$ cat src/hw/rtl/u8d_pkg.sv
`default_nettype none

package u8d_pkg;

    // Code point returned on every error and on an empty window
    localparam logic [20:0] CP_REPLACEMENT = 21'h00FFFD;

    // Continuation byte range
    localparam logic [7:0] CONT_LO = 8'h80;
    localparam logic [7:0] CONT_HI = 8'hBF;

    // Lead byte class boundaries
    localparam logic [7:0] LEAD_ASCII_MAX = 8'h7F;
    localparam logic [7:0] LEAD_BAD_MAX   = 8'hC1;
    localparam logic [7:0] LEAD_2_MAX     = 8'hDF;
    localparam logic [7:0] LEAD_3_MAX     = 8'hEF;
    localparam logic [7:0] LEAD_4_MAX     = 8'hF4;

    // Leads with a narrowed second byte range
    localparam logic [7:0] LEAD_E0 = 8'hE0;
    localparam logic [7:0] LEAD_ED = 8'hED;
    localparam logic [7:0] LEAD_F0 = 8'hF0;
    localparam logic [7:0] LEAD_F4 = 8'hF4;
    localparam logic [7:0] LO_AFTER_E0 = 8'hA0;
    localparam logic [7:0] HI_AFTER_ED = 8'h9F;
    localparam logic [7:0] LO_AFTER_F0 = 8'h90;
    localparam logic [7:0] HI_AFTER_F4 = 8'h8F;

    // Sequence lengths
    localparam logic [2:0] LEN_NONE = 3'd0;
    localparam logic [2:0] LEN_1    = 3'd1;
    localparam logic [2:0] LEN_2    = 3'd2;
    localparam logic [2:0] LEN_3    = 3'd3;
    localparam logic [2:0] LEN_4    = 3'd4;

    typedef struct packed {
        logic [7:0] byte0;
        logic [7:0] byte1;
        logic [7:0] byte2;
        logic [7:0] byte3;
        logic [2:0] avail;
    } t_window;

    // After lead byte classification
    typedef struct packed {
        logic       empty;
        logic       fail;     // bad lead or window too short
        logic [2:0] len;
        logic [7:0] lo;
        logic [7:0] hi;
        logic [7:0] byte0;
        logic [7:0] byte1;
        logic [7:0] byte2;
        logic [7:0] byte3;
    } t_class;

    // After byte range checks, payload bits only
    typedef struct packed {
        logic       empty;
        logic       fail;
        logic [2:0] len;
        logic [6:0] bits0;
        logic [5:0] bits1;
        logic [5:0] bits2;
        logic [5:0] bits3;
    } t_check;

    typedef struct packed {
        logic [20:0] code_point;
        logic [2:0]  consumed;
    } t_result;

endpackage

`default_nettype wire

$ cat src/hw/rtl/u8d_if.sv
`default_nettype none

interface u8d_in_if;
    logic       valid;
    logic       ready;
    logic [7:0] byte0;
    logic [7:0] byte1;
    logic [7:0] byte2;
    logic [7:0] byte3;
    logic [2:0] avail;

    modport source (output valid, output byte0, output byte1, output byte2,
                    output byte3, output avail, input ready);
    modport sink   (input valid, input byte0, input byte1, input byte2,
                    input byte3, input avail, output ready);
endinterface

interface u8d_out_if;
    logic        valid;
    logic        ready;
    logic [20:0] code_point;
    logic [2:0]  consumed;

    modport source (output valid, output code_point, output consumed, input ready);
    modport sink   (input valid, input code_point, input consumed, output ready);
endinterface

`default_nettype wire

$ cat src/hw/rtl/u8d_classify.sv
`default_nettype none

module u8d_classify (
    input  wire logic             i_clk,
    input  wire logic             i_rst_n,
    input  wire logic             i_valid,
    output logic                  o_ready,
    input  wire u8d_pkg::t_window i_data,
    output logic                  o_valid,
    input  wire logic             i_ready,
    output u8d_pkg::t_class       o_data
);

    logic            r_valid;
    u8d_pkg::t_class r_data;
    u8d_pkg::t_class n_data;
    logic [2:0]      w_avail;
    logic            w_bad_lead;

    always_comb begin
        w_avail    = (i_data.avail > u8d_pkg::LEN_4) ? u8d_pkg::LEN_4 : i_data.avail;
        w_bad_lead = 1'b0;
        n_data.lo  = u8d_pkg::CONT_LO;
        n_data.hi  = u8d_pkg::CONT_HI;
        if (i_data.byte0 <= u8d_pkg::LEAD_ASCII_MAX) begin
            n_data.len = u8d_pkg::LEN_1;
        end else if (i_data.byte0 <= u8d_pkg::LEAD_BAD_MAX) begin
            n_data.len = u8d_pkg::LEN_1;
            w_bad_lead = 1'b1;
        end else if (i_data.byte0 <= u8d_pkg::LEAD_2_MAX) begin
            n_data.len = u8d_pkg::LEN_2;
        end else if (i_data.byte0 <= u8d_pkg::LEAD_3_MAX) begin
            n_data.len = u8d_pkg::LEN_3;
            if (i_data.byte0 == u8d_pkg::LEAD_E0) n_data.lo = u8d_pkg::LO_AFTER_E0;
            if (i_data.byte0 == u8d_pkg::LEAD_ED) n_data.hi = u8d_pkg::HI_AFTER_ED;
        end else if (i_data.byte0 <= u8d_pkg::LEAD_4_MAX) begin
            n_data.len = u8d_pkg::LEN_4;
            if (i_data.byte0 == u8d_pkg::LEAD_F0) n_data.lo = u8d_pkg::LO_AFTER_F0;
            if (i_data.byte0 == u8d_pkg::LEAD_F4) n_data.hi = u8d_pkg::HI_AFTER_F4;
        end else begin
            n_data.len = u8d_pkg::LEN_1;
            w_bad_lead = 1'b1;
        end
        n_data.empty = (w_avail == u8d_pkg::LEN_NONE);
        n_data.fail  = w_bad_lead || (w_avail < n_data.len);
        n_data.byte0 = i_data.byte0;
        n_data.byte1 = i_data.byte1;
        n_data.byte2 = i_data.byte2;
        n_data.byte3 = i_data.byte3;
    end

    assign o_ready = !r_valid || i_ready;
    assign o_valid = r_valid;
    assign o_data  = r_data;

    always_ff @(posedge i_clk) begin
        if (!i_rst_n) begin
            r_valid <= 1'b0;
        end else if (o_ready) begin
            r_valid <= i_valid;
        end
    end

    always_ff @(posedge i_clk) begin
        if (o_ready && i_valid) begin
            r_data <= n_data;
        end
    end

endmodule

`default_nettype wire

$ cat src/hw/rtl/u8d_check.sv
`default_nettype none

module u8d_check (
    input  wire logic            i_clk,
    input  wire logic            i_rst_n,
    input  wire logic            i_valid,
    output logic                 o_ready,
    input  wire u8d_pkg::t_class i_data,
    output logic                 o_valid,
    input  wire logic            i_ready,
    output u8d_pkg::t_check      o_data
);

    logic            r_valid;
    u8d_pkg::t_check r_data;
    u8d_pkg::t_check n_data;
    logic            w_bad1;
    logic            w_bad2;
    logic            w_bad3;

    always_comb begin
        // second byte against the lead-specific range, later bytes plain continuation
        w_bad1 = (i_data.len >= u8d_pkg::LEN_2) &&
                 ((i_data.byte1 < i_data.lo) || (i_data.byte1 > i_data.hi));
        w_bad2 = (i_data.len >= u8d_pkg::LEN_3) &&
                 ((i_data.byte2 < u8d_pkg::CONT_LO) || (i_data.byte2 > u8d_pkg::CONT_HI));
        w_bad3 = (i_data.len == u8d_pkg::LEN_4) &&
                 ((i_data.byte3 < u8d_pkg::CONT_LO) || (i_data.byte3 > u8d_pkg::CONT_HI));
        n_data.empty = i_data.empty;
        n_data.fail  = i_data.fail || w_bad1 || w_bad2 || w_bad3;
        n_data.len   = i_data.len;
        n_data.bits0 = i_data.byte0[6:0];
        n_data.bits1 = i_data.byte1[5:0];
        n_data.bits2 = i_data.byte2[5:0];
        n_data.bits3 = i_data.byte3[5:0];
    end

    assign o_ready = !r_valid || i_ready;
    assign o_valid = r_valid;
    assign o_data  = r_data;

    always_ff @(posedge i_clk) begin
        if (!i_rst_n) begin
            r_valid <= 1'b0;
        end else if (o_ready) begin
            r_valid <= i_valid;
        end
    end

    always_ff @(posedge i_clk) begin
        if (o_ready && i_valid) begin
            r_data <= n_data;
        end
    end

endmodule

`default_nettype wire

$ cat src/hw/rtl/u8d_assemble.sv
`default_nettype none

module u8d_assemble (
    input  wire logic            i_clk,
    input  wire logic            i_rst_n,
    input  wire logic            i_valid,
    output logic                 o_ready,
    input  wire u8d_pkg::t_check i_data,
    output logic                 o_valid,
    input  wire logic            i_ready,
    output u8d_pkg::t_result     o_data
);

    logic             r_valid;
    u8d_pkg::t_result r_data;
    u8d_pkg::t_result n_data;
    logic [20:0]      w_cp;

    always_comb begin
        case (i_data.len)
            u8d_pkg::LEN_2: w_cp = {10'd0, i_data.bits0[4:0], i_data.bits1};
            u8d_pkg::LEN_3: w_cp = {5'd0, i_data.bits0[3:0], i_data.bits1, i_data.bits2};
            u8d_pkg::LEN_4: w_cp = {i_data.bits0[2:0], i_data.bits1, i_data.bits2,
                                    i_data.bits3};
            default:        w_cp = {14'd0, i_data.bits0};
        endcase
        if (i_data.empty) begin
            n_data.code_point = u8d_pkg::CP_REPLACEMENT;
            n_data.consumed   = u8d_pkg::LEN_NONE;
        end else if (i_data.fail) begin
            n_data.code_point = u8d_pkg::CP_REPLACEMENT;
            n_data.consumed   = u8d_pkg::LEN_1;
        end else begin
            n_data.code_point = w_cp;
            n_data.consumed   = i_data.len;
        end
    end

    assign o_ready = !r_valid || i_ready;
    assign o_valid = r_valid;
    assign o_data  = r_data;

    always_ff @(posedge i_clk) begin
        if (!i_rst_n) begin
            r_valid <= 1'b0;
        end else if (o_ready) begin
            r_valid <= i_valid;
        end
    end

    always_ff @(posedge i_clk) begin
        if (o_ready && i_valid) begin
            r_data <= n_data;
        end
    end

endmodule

`default_nettype wire

$ cat src/hw/rtl/utf8_code_point_decoder.sv
// UTF-8 decoder: each item is a window of up to four bytes plus a count of
// valid bytes (values above four count as four); the result is the first
// code point in the window and the number of bytes it used. Overlong forms,
// surrogates, values above U+10FFFF, bad lead bytes, short windows and bad
// continuation bytes all give U+FFFD with one byte consumed; an empty window
// gives U+FFFD with zero consumed. Throughput is one item per cycle while
// the output is not stalled; each item passes through three register
// stages (lead byte classify, byte range check, code point assembly).
// Every stage has its own valid bit and takes a new item whenever it is
// empty or its content moves on, so a stall at the output only fills the
// pipe and nothing is dropped or repeated. No state is kept between items.
`default_nettype none

module utf8_code_point_decoder (
    input  wire logic  i_clk,
    input  wire logic  i_rst_n,
    u8d_in_if.sink     i_in,
    u8d_out_if.source  o_out
);

    u8d_pkg::t_window w_window;
    u8d_pkg::t_class  w_s1_data;
    u8d_pkg::t_check  w_s2_data;
    u8d_pkg::t_result w_s3_data;
    logic             w_s1_valid;
    logic             w_s1_ready;
    logic             w_s2_valid;
    logic             w_s2_ready;

    assign w_window.byte0 = i_in.byte0;
    assign w_window.byte1 = i_in.byte1;
    assign w_window.byte2 = i_in.byte2;
    assign w_window.byte3 = i_in.byte3;
    assign w_window.avail = i_in.avail;

    // stage 1: lead byte -> length, second byte range, short window
    u8d_classify u_classify (
        .i_clk   (i_clk),
        .i_rst_n (i_rst_n),
        .i_valid (i_in.valid),
        .o_ready (i_in.ready),
        .i_data  (w_window),
        .o_valid (w_s1_valid),
        .i_ready (w_s1_ready),
        .o_data  (w_s1_data)
    );

    // stage 2: range checks on the trailing bytes, folded into one fail flag
    u8d_check u_check (
        .i_clk   (i_clk),
        .i_rst_n (i_rst_n),
        .i_valid (w_s1_valid),
        .o_ready (w_s1_ready),
        .i_data  (w_s1_data),
        .o_valid (w_s2_valid),
        .i_ready (w_s2_ready),
        .o_data  (w_s2_data)
    );

    // stage 3: payload bits -> code point, doubles as the output register
    u8d_assemble u_assemble (
        .i_clk   (i_clk),
        .i_rst_n (i_rst_n),
        .i_valid (w_s2_valid),
        .o_ready (w_s2_ready),
        .i_data  (w_s2_data),
        .o_valid (o_out.valid),
        .i_ready (o_out.ready),
        .o_data  (w_s3_data)
    );

    assign o_out.code_point = w_s3_data.code_point;
    assign o_out.consumed   = w_s3_data.consumed;

    // an empty pipe always takes input
    a_empty_pipe_ready: assert property (@(posedge i_clk) disable iff (!i_rst_n)
        (!w_s1_valid && !w_s2_valid && !o_out.valid) |-> i_in.ready)
        else $error("empty pipeline not ready for input");

    // decoded values are scalar values only
    a_cp_legal: assert property (@(posedge i_clk) disable iff (!i_rst_n)
        o_out.valid |-> ((o_out.code_point <= 21'h10FFFF) &&
                         !((o_out.code_point >= 21'h00D800) &&
                           (o_out.code_point <= 21'h00DFFF))))
        else $error("code point outside the scalar value range");

    // byte count in range, zero only with the replacement character
    a_consumed_legal: assert property (@(posedge i_clk) disable iff (!i_rst_n)
        o_out.valid |-> ((o_out.consumed <= u8d_pkg::LEN_4) &&
                         ((o_out.consumed != u8d_pkg::LEN_NONE) ||
                          (o_out.code_point == u8d_pkg::CP_REPLACEMENT))))
        else $error("bad consumed count");

endmodule

`default_nettype wire
$ cat src/flat_wrapper.sv
// flat-port wrapper written by rule: the top's interface ports become plain ports
module utf8_code_point_decoder_flat 
  (i_clk, i_rst_n, i_in_valid, i_in_byte0, i_in_byte1, i_in_byte2, i_in_byte3, i_in_avail, i_in_ready, o_out_valid, o_out_code_point, o_out_consumed, o_out_ready);
  u8d_in_if i_in_i ();
  u8d_out_if o_out_i ();
  input  wire logic i_clk;
  input  wire logic i_rst_n;
  input wire logic [$bits(i_in_i.valid)-1:0] i_in_valid;
  input wire logic [$bits(i_in_i.byte0)-1:0] i_in_byte0;
  input wire logic [$bits(i_in_i.byte1)-1:0] i_in_byte1;
  input wire logic [$bits(i_in_i.byte2)-1:0] i_in_byte2;
  input wire logic [$bits(i_in_i.byte3)-1:0] i_in_byte3;
  input wire logic [$bits(i_in_i.avail)-1:0] i_in_avail;
  output wire logic [$bits(i_in_i.ready)-1:0] i_in_ready;
  output wire logic [$bits(o_out_i.valid)-1:0] o_out_valid;
  output wire logic [$bits(o_out_i.code_point)-1:0] o_out_code_point;
  output wire logic [$bits(o_out_i.consumed)-1:0] o_out_consumed;
  input wire logic [$bits(o_out_i.ready)-1:0] o_out_ready;
  assign i_in_i.valid = i_in_valid;
  assign i_in_i.byte0 = i_in_byte0;
  assign i_in_i.byte1 = i_in_byte1;
  assign i_in_i.byte2 = i_in_byte2;
  assign i_in_i.byte3 = i_in_byte3;
  assign i_in_i.avail = i_in_avail;
  assign i_in_ready = i_in_i.ready;
  assign o_out_valid = o_out_i.valid;
  assign o_out_code_point = o_out_i.code_point;
  assign o_out_consumed = o_out_i.consumed;
  assign o_out_i.ready = o_out_ready;
  utf8_code_point_decoder u_core (.i_clk(i_clk), .i_rst_n(i_rst_n), .i_in(i_in_i), .o_out(o_out_i));
endmodule
$ cat config.mk
export PLATFORM = sky130hd
export DESIGN_NAME = utf8_code_point_decoder_flat
export DESIGN_NICKNAME = d
export VERILOG_FILES = /design/src/hw/rtl/u8d_pkg.sv /design/src/hw/rtl/u8d_if.sv /design/src/hw/rtl/u8d_classify.sv /design/src/hw/rtl/u8d_check.sv /design/src/hw/rtl/u8d_assemble.sv /design/src/hw/rtl/utf8_code_point_decoder.sv /design/src/flat_wrapper.sv
export SDC_FILE = /design/constraint.sdc
export NUM_CORES = 1
export LEC_CHECK = 0
export BUFFER_PORTS_ARGS = -buffer_cell sky130_fd_sc_hd__buf_2
export CAP_MARGIN = 20
export CORE_UTILIZATION = 40
export CTS_BUF_LIST = sky130_fd_sc_hd__clkbuf_2
export DETAILED_ROUTE_END_ITERATION = 7
export SLEW_MARGIN = 25
export SYNTH_ARGS = -nofsm -noshare
export SYNTH_HDL_FRONTEND = slang
export SYNTH_SLANG_ARGS = --single-unit
$ cat constraint.sdc
create_clock -name i_clk -period 2.84 [get_ports i_clk]
set_input_delay 0.284 -clock i_clk [delete_from_list [all_inputs] [get_ports i_clk]]
set_output_delay 0.284 -clock i_clk [all_outputs]
set_load 0.05 [all_outputs]
==> results of run 1 <==
critical path, delay by kind of cell:
kind | cells | cell delay (ps)
and+or+nand+nor | 4 | 890
buffers and inverters | 2 | 680
adders and majority gates | 1 | 190
AOI/OAI and AO/OA | 2 | 390
registers in the layout, summed over array words and instances (netlist names):
| name | flops |
|---|---|
| u_core.u_assemble.o_data | 24 |
| u_core.u_assemble.o_valid | 1 |
| u_core.u_check.o_valid | 1 |
| u_core.u_check.o_data | 30 |
| u_core.u_classify.o_valid | 1 |
| u_core.u_classify.o_data | 40 |
final timing paths:
check / endpoint / cells past startpoint / startpoint
setup reg to reg: u_core.u_assemble.o_data[3] / 5 / u_core.u_check.o_data[25]
hold reg to reg: u_core.u_check.o_data[23] / 0 / u_core.u_classify.o_data[29]
setup / recovery: u_core.u_classify.o_data[51] / 9 / i_in_byte0[3]
hold / removal: u_core.u_classify.o_data[25] / 1 / i_in_byte0[1]
what timing repair did:
action | in CTS | in global routing
hold endpoints to repair | 32 | 0
setup buffers | 0 | 0
hold buffers | 31 | 0
power by group:
part / internal (mW) / leakage [nW] / total [mW] / switching, mW
clock: 0.297 / 0.0812 / 0.709 / 0.411
combinational: 0.0896 / 0.711 / 0.201 / 0.111
sequential: 1.65 / 0.872 / 1.69 / 0.0331
total: 2.04 / 1.66 / 2.60 / 0.556
placed cells by master, fill, tap and decap left out, types with 3 or more instances in the layout:
| cell type | Yosys | final |
|---|---|---|
| o21ai_0 | 8 | 8 |
| dfxtp_1 | 3 | 3 |
| buf_4 | 1 | 4 |
| dlygate4sd3_1 | 0 | 31 |
| and3_1 | 4 | 4 |
| mux2i_1 | 6 | 6 |
| buf_2 | 3 | 64 |
| inv_1 | 9 | 9 |
| and2_1 | 4 | 4 |
| nor4_1 | 3 | 3 |
| o21a_1 | 3 | 3 |
| nand2_1 | 6 | 6 |
| edfxtp_1 | 94 | 94 |
| a21oi_1 | 6 | 6 |
| a221o_1 | 15 | 15 |
| nor3_1 | 6 | 6 |
| o22ai_1 | 3 | 3 |
| mux2_2 | 4 | 4 |
| ha_1 | 5 | 5 |
| clkbuf_2 | 0 | 12 |
| nor2b_1 | 6 | 5 |
| nor2_1 | 9 | 9 |
| nand3_1 | 3 | 3 |
stage by stage:
step	std cells	setup slack (ps)	hold slack, ps
after floorplan	224	197.5	382.9
after global placement	392	743.2	403.4
after detailed placement	392	706.0	404.5
after CTS	439	732.6	2.144
after global routing	439	580.7	10.98
final	439	707.0	39.93
metal layers:
layer,part of all wire,vias up,track usage
met2,0.49,57,0.2356
met3,0.041,13,0.02837
met1,0.45,1057,0.1648
li1,-,1088,-
met5,0,-,0
met4,0.021,0,0.07463
area by class of cell:
class	count	area (sq um)	area share
tap	108	135.1	0.02911
timing repair buffer	99	660.6	0.1423
clock buffer	12	60.06	0.01294
sequential	97	2883	0.6210
inverter	9	33.78	0.007278
multi-input combinational	110	802.0	0.1728
clock inverter	4	67.56	0.01456
logic make-up after synthesis:
family          count (synthesis)
mux                            10
buf+inv                        17
fa+ha+maj                       5
simple gates                   53
flops                          97
compound gates                 42
==> reports/qor.yml, run 1 <==
timing:
  rsz0062_at_grt: "no"
  clock.fmax_mhz: 468.8
  hold_violations: 0
  slew-limit-headroom: 0.5757
  setup_violations: 0
  post-route-period-util: 0.7511
  setup_tns_ps: 0
  post-route-min-period_ps: 2133
  slew_viol_final: 0
  finClkSkew_ps: 28.08
  tightest_slew_ps: 636.5
clocking:
  cts_tree: "yes"
  cts_buffers: 9
  cts-root-buf: "clkbuf_2"
  clk_pin_slew_ps: 220
  clk_latency_ps: 520
  cts_max_level: 3
  clk_path_buf_depth: 2
  cts.sinks: 97
  cts_resized: 0
route:
  routed_via_density: 5.046
  drt_iter0_drc: 99
  avgRoutedWirePerCell_um: 14.51
  first_pass_iters: 4
  antenna_left: 0
  vias: 2215
  drc: 0
  totalWireLength_um: 6369
grt:
  grt_pass1_wl_um: 10180
  grt_max_degree: 41
  grt_pass1_vias: 2144
  antenna_found_initial: 0
  grt.overflow.total: 0
  grt_use_total: 0.1380
placement:
  placed_cell_area_sq_um: 4204
  portBuffers: 64
  hpwl_um: 4368
  place.gp.congestion: 0.7985
yosys:
  synthCells: 224
  synth.yosys.warnings: 0
  synth_top_area_cell: "edfxtp_1"
  synth.most_common_cell: "edfxtp_1"
  synth_nets: 268
  seq_area_frac_synth: 0.7719
  netlist_top_cells_count: "94 x edfxtp_1, 15 x a221o_1, 9 x inv_1, 9 x nor2_1, 8 x o21ai_0"
  synthXorXnorAreaFrac: 0
  synthSimpleGateAreaFrac: 0.07873
  synth.area.top_cells: "edfxtp_1 76%, a221o_1 4.0%, ha_1 1.7%"
  synth-edff-count: 94
  synth_top_family_by_area: "compound AO/OA/AOI/OAI gates"
  synth_adder_area_share: 0.01675
  syn-cell-area_sq_um: 3735
  synth_compound_area_frac: 0.08543
  synthMuxAreaShare: 0.02814
  ys_types: 36
  yosysTopAreaCellShare: 0.7558
  ys_ff_latch: 97
  ys.flop_type: "edfxtp_1"
  async_flop_share: 0
  synth.avg_cell_area_sq_um: 16.67
floorplan:
  core_sq_um: 8891
  die_height_um: 98.63
  die_w_um: 98.63
  ioPinCount: 65
  floorplan.initialDensity: 0.4201
  die_area_sq_um: 9728
  row_count: 34
power_and_ir_drop:
  max-vdd-ir-drop_mv: 0.2308
  cellLeakagePower_nw: 1.664
  total_power_mw: 2.597
  powerDensity_nw_per_um2: 559.4
setup_path:
  rrSetupSlack_ps: 810
  critPathMaxFanout: 6
  startpoint_type: "input port"
  critPathSlowestCell: "dlygate4sd3_1"
  worstPathArrival_ps: 2430
  critical_path_class: "input port to flip-flop"
  path_cells: "dlygate4sd3_1, buf_2, or3_1, or3_4, nand4_1, ha_1, o21a_1, nor2_1, a221o_1"
  slowest_delay_ps: 530
  crit_path_end_kind: "flip-flop"
  crit_required_ps: 3140
final_layout:
  fin_nets: 370
  final_util: 0.5221
  area_growth_pct: 24.29
  final_area_sq_um: 4642
  antenna_cells: 0
  nFillCells: 746
  final_layout_size_suffix_gt1_frac: 0.2870
run:
  drv_cap: 0
min_path:
  hp-class: "input port to flip-flop"
status:
  status: "completed"
Note: power is estimated with default switching activity, not from simulation.
==> run 2: changes to the inputs <==
Settings changed: ABC_AREA set to 1.
Clock period 2.84 ns to 1.94 ns, I/O delays scaled along.
==> reports/qor.yml, run 2 <==
final_layout:
  antenna_cells: 0  # unchanged
  largest_reg_flops: 40  # unchanged
  area_growth_pct: 25.71
  final_cell_mix: "94 x edfxtp_1, 64 x buf_2, 45 x nand2_1, 39 x inv_1, 38 x dlygate4sd3_1"
  final_common_cell: "edfxtp_1"
  final_util: 0.5161  # -0.006031
  nFillCells: 803  # +7.6%
  final_layout_size_suffix_gt1_frac: 0.2513  # -0.03574
  fin_nets: 433  # +17%
  seq_area_sq_um: 2887  # +0.13%
  multi_input_area_sq_um: 691.9  # -14%
run:
  drv_cap: 0  # unchanged
setup_path:
  slowest_delay_ps: 410  # -120 ps
  critical_path_class: "flip-flop to output port"
  critPathMaxFanout: 3  # -3
  path_cells: "nand2_1, nor2_2, nand2_4, buf_2"
  startpoint_type: "flip-flop"
  crit_required_ps: 1750  # -1390 ps
  critPathSlowestCell: "dfxtp_4"
  worstPathArrival_ps: 1460  # -970 ps
  crit_path_end_kind: "output port"
route:
  drc: 0  # unchanged
  first_pass_iters: 4  # unchanged
  routed_via_density: 4.770  # -5.5%
  vias: 2409  # +8.8%
  drt_iter0_drc: 110  # +11%
  antenna_left: 0  # unchanged
  avgRoutedWirePerCell_um: 12.98  # -11%
  totalWireLength_um: 6553  # +2.9%
timing:
  post-route-min-period_ps: 1650
  setup_slack_ps: 290.1  # -416.9 ps
  finClkSkew_ps: 34.87  # +6.789 ps
  slew-limit-headroom: 0.7535  # +0.1778
  hold_violations: 0  # unchanged
  setup_violations: 0  # unchanged
  whs_ps: 154.7  # +114.8 ps
  tightest_slew_ps: 369.8  # -266.7 ps
  setup_tns_ps: 0  # unchanged
  slew_viol_final: 0  # unchanged
  clock.fmax_mhz: 606.1
  post-route-period-util: 0.8505
  rsz0062_at_grt: "no"
power_and_ir_drop:
  total_power_mw: 3.560  # +37%
  seqPwrFrac: 0.682  # +0.032
  cellLeakagePower_nw: 1.915  # +15%
  pwr-share-comb: 0.087  # +0.010
  max-vdd-ir-drop_mv: 0.4383  # +90%
  powerDensity_nw_per_um2: 753.7  # +35%
  switching_share: 0.2409  # +0.02687
  power.switching_mw: 0.8576  # +54%
  clkPwrFrac: 0.230  # -0.043
  intPower_mw: 2.702  # +32%
clocking:
  cts_max_level: 3  # unchanged
  cts_tree: "yes"
  clk_latency_ps: 540  # +20 ps
  cts.sinks: 97  # unchanged
  post-cts-setup-buffer-count: 0  # unchanged
  cts_buffers: 9  # unchanged
  cts-root-buf: "clkbuf_2"
  clk_pin_slew_ps: 260  # +40 ps
  clk_path_buf_depth: 2  # unchanged
placement:
  post-place-ws_ps: 390.0  # -315.9 ps
  portBuffers: 64  # unchanged
  hpwl_um: 4532  # +3.8%
  place.gp.congestion: 0.8327  # +4.3%
floorplan:
  die_area_sq_um: 9785  # +0.59%
  die_height_um: 98.92  # +0.29%
  row_count: 35  # +2.9%
  floorplan.initialDensity: 0.4105  # -0.009541
  die_w_um: 98.92  # +0.29%
  core_sq_um: 9153  # +2.9%
  ioPinCount: 65  # unchanged
yosys:
  synthMuxAreaShare: 0  # -0.02814
  ys_ff_latch: 97  # unchanged
  synth.area.top_cells: "edfxtp_1 75%, nand2_1 4.6%, inv_1 4.0%"
  synth_nets: 320  # +19%
  syn-cell-area_sq_um: 3757  # +0.60%
  synthXorXnorAreaFrac: 0  # unchanged
  synth_adder_area_share: 0.01665  # -0.0001004
  ys_types: 27  # -25%
  synth.avg_cell_area_sq_um: 13.61  # -18%
  synth_compound_area_frac: 0.06161  # -0.02382
  netlist_top_cells_count: "94 x edfxtp_1, 46 x nand2_1, 40 x inv_1"
  synthSimpleGateAreaFrac: 0.1022  # +0.02350
  synth-edff-count: 94  # unchanged
  synthCells: 276  # +23%
  synth_top_family_by_area: "simple AND/OR/NAND/NOR gates"
  yosysTopAreaCellShare: 0.7512  # -0.004530
  synth_top_area_cell: "edfxtp_1"
  async_flop_share: 0  # unchanged
  synth.yosys.warnings: 0  # unchanged
  synth.most_common_cell: "edfxtp_1"
  seq_area_frac_synth: 0.7672  # -0.004627
  ys.flop_type: "edfxtp_1"
grt:
  antenna_found_initial: 0  # unchanged
  grt_pass1_vias: 2305  # +7.5%
  grt.overflow.total: 0  # unchanged
  grt_pass1_wl_um: 10730  # +5.4%
  grt_max_degree: 41  # unchanged
  grt_use_total: 0.1456  # +0.007675
min_path:
  hp-class: "input port to flip-flop"
status:
  status: "completed"
-- run 2: cell count changes in the layout (fill, tap and decap cells not counted), moves of 4 or more --
| cell | delta |
|---|---|
| nand2_1 | +39 |
| inv_1 | +30 |
| a221o_1 | -15 |
| nand3_1 | +9 |
| dlygate4sd3_1 | +7 |
| a21oi_1 | +6 |
| mux2i_1 | -6 |
| nor2b_1 | -5 |
| o211ai_1 | +5 |
| and3_1 | -4 |
| inv_2 | +4 |
| mux2_2 | -4 |
| nor2_1 | +4 |
| o2111ai_1 | +4 |
-- run 2: repair_timing --
item / 4_1_cts / 5_1_grt
resized for setup: 0 / 0
endpoints found under the hold margin: 36 / 0
hold buffers: 38 / 0
-- run 2: path summary, 6_finish.rpt --
check / cells after the start / end / from / slack (ps)
setup reg to reg: 7 / u_core.u_assemble.o_data[4] / u_core.u_check.o_data[26] / 410
setup / recovery: 4 / i_in_ready / u_core.u_assemble.o_valid / 290
hold reg to reg: 0 / u_core.u_check.o_data[19] / u_core.u_classify.o_data[25] / 430
hold / removal: 6 / u_core.u_classify.o_data[51] / i_in_avail[0] / 150
-- run 2: critical path: cells and delay by family (launching register included) --
kind | cells | cell delay [ps]
AND/OR/NAND/NOR | 3 | 290
flip-flops | 1 | 410
buffers and inverters | 1 | 210
-- run 2: final cells by class --
type,instances,area share
repair buffers,106,0.1574
flip-flops and latches,97,0.6111
multi-input cells,131,0.1465
clock buffers,10,0.01060
well taps,111,0.02940
inverters,44,0.03576
clock inverters,6,0.009272
-- run 2: cell families (layout without fill, tap and decap cells) --
logic type	after synthesis	count (layout)
adder cells (fa/ha/maj)	5	5
buffers and inverters	48	166
AND/OR/NAND/NOR	88	88
flip-flops	97	97
AO/OA/AOI/OAI	38	38
-- run 2: per-layer routing --
metal / global-route usage / routed length, um / share of wire
met4: 0.07463 / 142 / 0.022
met1: 0.1734 / 2761 / 0.42
met2: 0.2431 / 3206 / 0.49
met3: 0.03972 / 443 / 0.068
met5: 0 / 0 / 0
-- run 2: power groups by stage --
stage | registers (mW) | clock network, mW | logic [mW]
6_report | 2.43 | 0.820 | 0.311
5_1_grt | 2.44 | 0.921 | 0.346
4_1_cts | 2.43 | 0.857 | 0.312
2_1_floorplan | 2.51 | 0 | 0.113
3_3_place_gp | 2.48 | 0 | 0.249
3_5_place_dp | 2.48 | 0 | 0.254
-- run 2: through the flow --
step                      cell area [sq um]  cells
final                                  4723    505
after global routing                   4723    505
after CTS                              4723    505
after detailed placement               4249    451
after global placement                 4249    451
after floorplan                        3779    276
==> run 3: changes to the inputs <==
Settings changed: BUFFER_PORTS_ARGS -buffer_cell sky130_fd_sc_hd__buf_2 to -buffer_cell sky130_fd_sc_hd__buf_4.
Clock period 1.94 ns to 1.3 ns, I/O delays scaled along.
==> reports/qor.yml, run 3 (synthesized netlist as in run 2, its figures left out) <==
clocking:
  clk_latency_ps: 570  # +30 ps
  cts.sinks: 97  # unchanged
  cts-root-buf: "clkbuf_2"
  cts_tree: "yes"
  cts_buffers: 9  # unchanged
  clk_pin_slew_ps: 250  # about the same
  clk_path_buf_depth: 2  # unchanged
  cts_max_level: 3  # unchanged
setup_path:
  crit_path_end_kind: "output port"
  critical_path_class: "flip-flop to output port"
  worstPathArrival_ps: 1360  # -100 ps
  startpoint_type: "flip-flop"
  critPathMaxFanout: 2  # -1
  crit_required_ps: 1170  # -580 ps
final_layout:
  final_common_cell: "edfxtp_1"
  final_cell_mix: "94 x edfxtp_1, 64 x buf_4, 39 x dlygate4sd3_1, 35 x buf_6, 34 x inv_1"
  final_layout_size_suffix_gt1_frac: 0.4042  # +0.1529
  area_growth_pct: 48.98
  fin_nets: 472  # +9.0%
  antenna_cells: 0  # unchanged
  largest_reg_flops: 40  # unchanged
grt:
  grt_max_degree: 41  # unchanged
  grt_util_met1: 0.1892  # +0.01575
  busiest_layer: "met2"
  antenna_found_initial: 0  # unchanged
  gr-usage-met2: 0.2803  # +0.03712
  grt_use_total: 0.1607  # +0.01511
  grt_util_met3: 0.03972  # unchanged
  grt_pass1_vias: 2547  # +10%
  grt_pass1_wl_um: 11720  # +9.2%
  grt.overflow.total: 0  # unchanged
run:
  drv_cap: 0  # unchanged
floorplan:
  die_w_um: 98.92  # unchanged
  die_area_sq_um: 9785  # unchanged
  floorplan.initialDensity: 0.4105  # unchanged
  core_sq_um: 9153  # unchanged
  ioPinCount: 65  # unchanged
  row_count: 35  # unchanged
  die_height_um: 98.92  # unchanged
timing:
  hold_violations: 0  # unchanged
  slew_viol_final: 0  # unchanged
  setup_tns_ps: -5727  # -5727 ps
  clock.fmax_mhz: 669.0
  post-route-period-util: 1.150
  tightest_slew_ps: 384.9  # +15.09 ps
  rsz0062_at_grt: "yes"
  setup_violations: 94  # +94
  finClkSkew_ps: 30.42  # -4.442 ps
  setup_slack_ps: -194.8  # -484.8 ps
  post-route-min-period_ps: 1495
  whs_ps: 37.62  # -117.1 ps
  slew-limit-headroom: 0.7431  # -0.01034
power_and_ir_drop:
  switching_share: 0.2405  # -0.0004283
  intPower_mw: 4.347  # +61%
  cellLeakagePower_nw: 2.251  # +18%
  power.switching_mw: 1.376  # +60%
  max-vdd-ir-drop_mv: 0.6086  # +39%
  clkPwrFrac: 0.249  # +0.019
  seqPwrFrac: 0.635  # -0.047
  powerDensity_nw_per_um2: 1022  # +36%
  pwr-share-comb: 0.116  # +0.029
route:
  totalWireLength_um: 7526  # +15%
  vias: 2569  # +6.6%
  antenna_left: 0  # unchanged
  drt_iter0_drc: 79  # -28%
  drc: 0  # unchanged
  first_pass_iters: 5  # +1
  avgRoutedWirePerCell_um: 13.83  # +6.6%
  routed_via_density: 4.722  # -1.0%
status:
  violations: "negative setup slack"
  status: "finished, violations left"
placement:
  place.gp.congestion: 0.9083  # +9.1%
  portBuffers: 64  # unchanged
  hpwl_um: 4801  # +5.9%
min_path:
  hp-class: "input port to flip-flop"
==> run 3: cell types whose count changed in the layout (fill, tap and decap cells not counted), moves of 5 or more <==
cell | before | now
buf_2 | 64 | 0
buf_4 | 3 | 64
buf_6 | 0 | 35
inv_1 | 39 | 34
nand2_1 | 45 | 33
nand2_2 | 1 | 10
o21ai_0 | 9 | 3
==> run 3: power by group through the flow <==
stage	Sequential (mW)	Clock, mW	Combinational, mW
finish	3.63	1.43	0.663
global route	3.65	1.57	0.718
CTS	3.63	1.44	0.609
detailed placement	3.70	0	0.481
global placement	3.69	0	0.472
floorplan	3.75	0	0.173
==> run 3: final timing paths <==
check                              startpoint                      endpoint  slack (ps)  depth (start not counted)
setup / recovery    u_core.u_assemble.o_valid                    i_in_ready        -190                          4
hold / removal                  i_in_byte0[3]  u_core.u_classify.o_data[36]          40                          4
setup reg to reg    u_core.u_check.o_data[26]   u_core.u_assemble.o_data[9]        -120                          6
hold reg to reg   u_core.u_classify.o_data[2]      u_core.u_check.o_data[2]         440                          0
==> run 3: per-layer routing <==
metal	routed length [um]	part of all wire	vias to the layer above
li1	-	-	1277
met1	3221	0.43	1210
met2	3869	0.51	70
met3	277	0.037	12
met4	157	0.021	0
met5	0	0	-
==> run 3: area by class of cell <==
| class | instances | area (sq um) |
|---|---|---|
| well taps | 111 | 138.9 |
| multi-input cells | 131 | 894.6 |
| clock inverters | 6 | 58.81 |
| flip-flops and latches | 97 | 2887 |
| repair inverters | 1 | 6.256 |
| inverters | 44 | 182.7 |
| fillers | 684 | 3555 |
| repair buffers | 144 | 1380 |
| clock buffers | 10 | 50.05 |
==> run 3: timing repair <==
item | CTS | global route
cloned | 0 | 1
setup buffers | 9 | 6
endpoints found under the hold margin | 40 | 5
setup endpoints to repair | 92 | 117
pin swaps | 4 | 16
hold buffers | 37 | 6
gates resized for setup | 47 | 44
==> run 3: through the flow <==
stage,area (sq um),worst slack (ps),std cells,utilization,total power [mW]
floorplan,3802,-537.1,276,-,3.925
global placement,4636,-77.06,473,0.5065,4.165
detailed placement,4636,-152.1,473,0.5065,4.179
CTS,5351,-227.0,535,0.5847,5.680
global route,5598,-293.7,544,0.6116,5.931
finish,5598,-194.8,544,0.6116,5.723
==> run 3: worst max-delay path, stage by stage (launching register included) <==
cell and delay [ps]:
dfxtp_4 420, nand2_4 50, nor2_4 110, nand2_4 70
buf_8 150
